[src/sv/ffra_ram.sv]
// generic simple dual-port ram with registered read
module ffra_ram #(
   parameter int WIDTH = 16,
   parameter int DEPTH = 256
) (
   input  logic                     clock,
   input  logic                     wr_en,
   input  logic [$clog2(DEPTH)-1:0] wr_addr,
   input  logic [WIDTH-1:0]         wr_data,
   input  logic                     rd_en,
   input  logic [$clog2(DEPTH)-1:0] rd_addr,
   output logic [WIDTH-1:0]         rd_data
);

   logic [WIDTH-1:0] mem [DEPTH];

   always_ff @(posedge clock) begin
      if (wr_en) begin
         mem[wr_addr] <= wr_data;
      end
      if (rd_en) begin
         rd_data <= mem[rd_addr];
      end
   end

endmodule

[config.mk]
export PLATFORM = sky130hd
export DESIGN_NAME = ffra_ram
export DESIGN_NICKNAME = d
export VERILOG_FILES = /design/src/sv/ffra_ram.sv
export SDC_FILE = /design/constraint.sdc
export NUM_CORES = 2
export LEC_CHECK = 0
export BUFFER_PORTS_ARGS = -buffer_cell sky130_fd_sc_hd__buf_2
export CAP_MARGIN = 0
export CORE_ASPECT_RATIO = 0.75
export CORE_MARGIN = 2
export CORE_UTILIZATION = 45
export CTS_CLUSTER_SIZE = 20
export DETAILED_ROUTE_END_ITERATION = 6
export PLACE_DENSITY = 0.66
export SKIP_LAST_GASP = 1
export SLEW_MARGIN = 30
export SYNTH_ARGS = -nofsm -noshare
export SYNTH_HDL_FRONTEND = slang
export SYNTH_SLANG_ARGS = --single-unit
[constraint.sdc]
create_clock -name clock -period 2.7 [get_ports clock]
set_input_delay 0.54 -clock clock [delete_from_list [all_inputs] [get_ports clock]]
set_output_delay 0.54 -clock clock [all_outputs]
set_load 0.02 [all_outputs]
==> flow_metrics.tcl <==
set metrics [dict create \
    die_area_um2 358000 \
    synth.avg_cell_area_um2 21.6 \
    cts_tree "done" \
    synthCells 7360 \
    grt_pass1_wl_um 610000 \
    cts_buffers 383 \
    startpoint_type "input pin" \
    grt-busiest-layer "met2" \
    fp.dieH_um 519 \
    synth-main-ff-cell "edfxtp_1" \
    status "complete, but fails checks" \
    finalSetupViolations 3 \
    skew_ps 51.0 \
    crit_buf_inv 6 \
    r2r-end "rd_data[3]" \
    hold_end "mem[120][15]" \
    antenna_found_initial 24 \
    core_um2 350000 \
    drive_gt1_share_pct 30.9 \
    critPathSlowestCell "a22oi_2" \
    power.leakage_nw 60.5 \
    fin_ws_ps -149 \
    routed_wl_um 433000 \
    worst_hold_path_type "in -> reg" \
    reg2reg_depth 8 \
    grtUsageTotal_pct 23.7 \
    slew_violations 0 \
    gr-usage-met2_pct 35.3 \
    avgViaCountPerCell 6.19 \
    failed_checks "setup timing" \
    max_stage_delay_ps 570 \
    cp.required_ps 3420 \
    relSlewSlack_pct 38.3 \
    htreeDepth 5 \
    ir_drop_mv 0.593 \
    hold_start "wr_data[15]" \
    drc_errors 0 \
    globalRoute.totalOverflow 0 \
    num_rows 188 \
    ant_nets 0 \
    final_area_um2 187000 \
    start_util_pct 45.3 \
    syn-cell-area_um2 159000 \
    crit_chain "buf_12 > buf_4 > or2_4 > buf_12 > buf_4 > o221ai_1 > buf_4 > o22ai_1 > buf_4 > a22oi_2 > nand3_4 > nor4_4" \
    synth_edf_count 4112 \
    gr-usage-met3_pct 5.94 \
    fmax_ghz 0.351 \
    yosysWarnings 0 \
    dr.pass1.iters 6 \
    fin_crit_ps 2850 \
    drv_cap 0 \
    hold_violations 0 \
    die_w_um 690 \
    rrSetupSlack_ps -20 \
    grt_start_max_net_pins 109 \
    hold_path_depth 1 \
    ys_seq_area_share_pct 77.7 \
    r2r-start "mem[11][3]" \
    crit_family "buffers and inverters" \
    syn_to_final_growth_pct 18.0 \
    fin_cells 13395 \
    nFillCells 26323 \
    gr-usage-met1_pct 35.0 \
    fin_nets 8480 \
    total_power_mw 130 \
    worst_pin_slew_ps 926 \
    synthArstFlopShare_pct 0 \
    place_congestion 0.928 \
    synth_nets 7395 \
    grt_pass1_vias 81289 \
    seqCellArea_um2 123000 \
    power_density_nw_per_um2 695 \
    endpoint_kind "register" \
    clk_path_buf_depth 4 \
    final_cell_mix "edfxtp_1, mux4_2, buf_4" \
    path_common_cell "buf_4" \
    cp_max_fo 22 \
    yosysUniqueCellTypes 51 \
    multi_input_area_um2 33400 \
    place_area_um2 175000 \
    post-route-period-util_pct 106 \
    dp.cells 12688 \
    cts_num_sinks 4112 \
    post-route-util_pct 53.5 \
    drtIter0Drc 12575 \
    dp.final_hpwl_um 274000 \
    pin_count 51 \
    critPathArrivalTime_ps 3570 \
    vias 82860 \
    insertion_delay_ps 910 \
    path_class "in -> reg" \
    cts-root-buf "clkbuf_16" \
    portBuffers 50 \
    layout_commonest_cell "edfxtp_1" \
    wl_per_cell_um 32.3 \
    tns_ps -178 \
    ys_ff_latch 4112 \
    rsz0062_at_grt "yes" \
    clk_pin_slew_ps 70 \
]
[kinds of logic after synthesis]
family	Yosys count	synth area share [%]
AO/OA/AOI/OAI	786	3.53
buffers and inverters	456	1.69
flip-flops	4112	77.7
multiplexers	1450	15.5
AND/OR/NAND/NOR	556	1.57
[synthesized netlist by cell type (all sizes together) (3+ instances only)]
library cell  number  area [um2]
a211oi            18         135
clkbuf           230         863
a31oi              6        37.5
o22ai            148         926
nand3             35         175
edfxtp          4112      123000
o21ai             38         190
mux4             797       17900
nand2b             3        18.8
nor4              18         119
mux2              88         991
a22oi             43         323
nand4             26         163
a221oi            28         245
mux2i            565        5660
buf              222        1810
nor2b              9        56.3
or2                5        31.3
nand2             38         143
a2111oi            6        52.6
a22o              32         280
o221ai           253        2220
nor3              92         460
nand4b             3        26.3
a21oi            175         876
o32ai             21         191
inv                4        15.0
o31ai             16         120
nor2             304        1140
and3              11        68.8
[flip-flops by register name, summed over array words and instances, names as in the netlist]
signal   flops
rd_data     16
mem       4096
[report_power, final]
part	switching [mW]	internal (mW)
sequential	0.0832	70.4
combinational	4.73	3.07
clock	23.0	29.0
total	27.8	102
[worst register-to-register path, cell delays in order (launching register included)]
cell and delay (ps):
edfxtp_1 360, mux4_2 470, mux2_4 290, a22oi_2 360, buf_4 190, nand2_4 70, o32ai_4 530, buf_6 180
nor4_4 30
[area by class of cell]
class	count	share of cell area (%)
flip-flops and latches	4112	65.9
multi-input cells	2792	17.8
repair buffers	1152	6.87
clock buffers	468	5.36
well taps	4655	3.11
clock inverters	198	0.929
diodes	14	0.0187
inverters	4	0.0147
[layer usage]
| layer | routed length (um) | part of all wire, % |
|---|---|---|
| met1 | 174000 | 40 |
| met2 | 194000 | 45 |
| met3 | 52700 | 12 |
| met4 | 12400 | 2.9 |
| met5 | 0 | 0 |
[how the worst max path moves through the flow]
stage / endpoint / slack [ps] / cells after the start / start
final: rd_data[15] / -150 / 12 / rd_addr[1]
after global routing: rd_data[15] / -80 / 14 / rd_addr[1]
after CTS: rd_data[15] / -170 / 12 / rd_addr[0]
after detailed placement: rd_data[15] / -1970 / 12 / rd_addr[0]
after global placement: rd_data[15] / -1950 / 12 / rd_addr[0]
after floorplan: mem[235][0] / -5 / 6 / wr_addr[3]
[what timing repair did]
action / 4_1_cts / 5_1_grt
pin swaps: 10 / 10
setup buffers: 0 / 18
setup endpoints to repair: 15 / 16
endpoints found under the hold margin: 11 / 0
gates resized for setup: 64 / 53
hold buffers: 1 / 0
cloned: 5 / 3
[stage by stage]
step	worst slack, ps	hold WS (ps)
after floorplan	-5.00	639
after global placement	-1950	970
after detailed placement	-1970	974
after CTS	-166	0.847
after global routing	-75.1	15.2
final	-149	29.7
(Power assumes the default switching activity.)
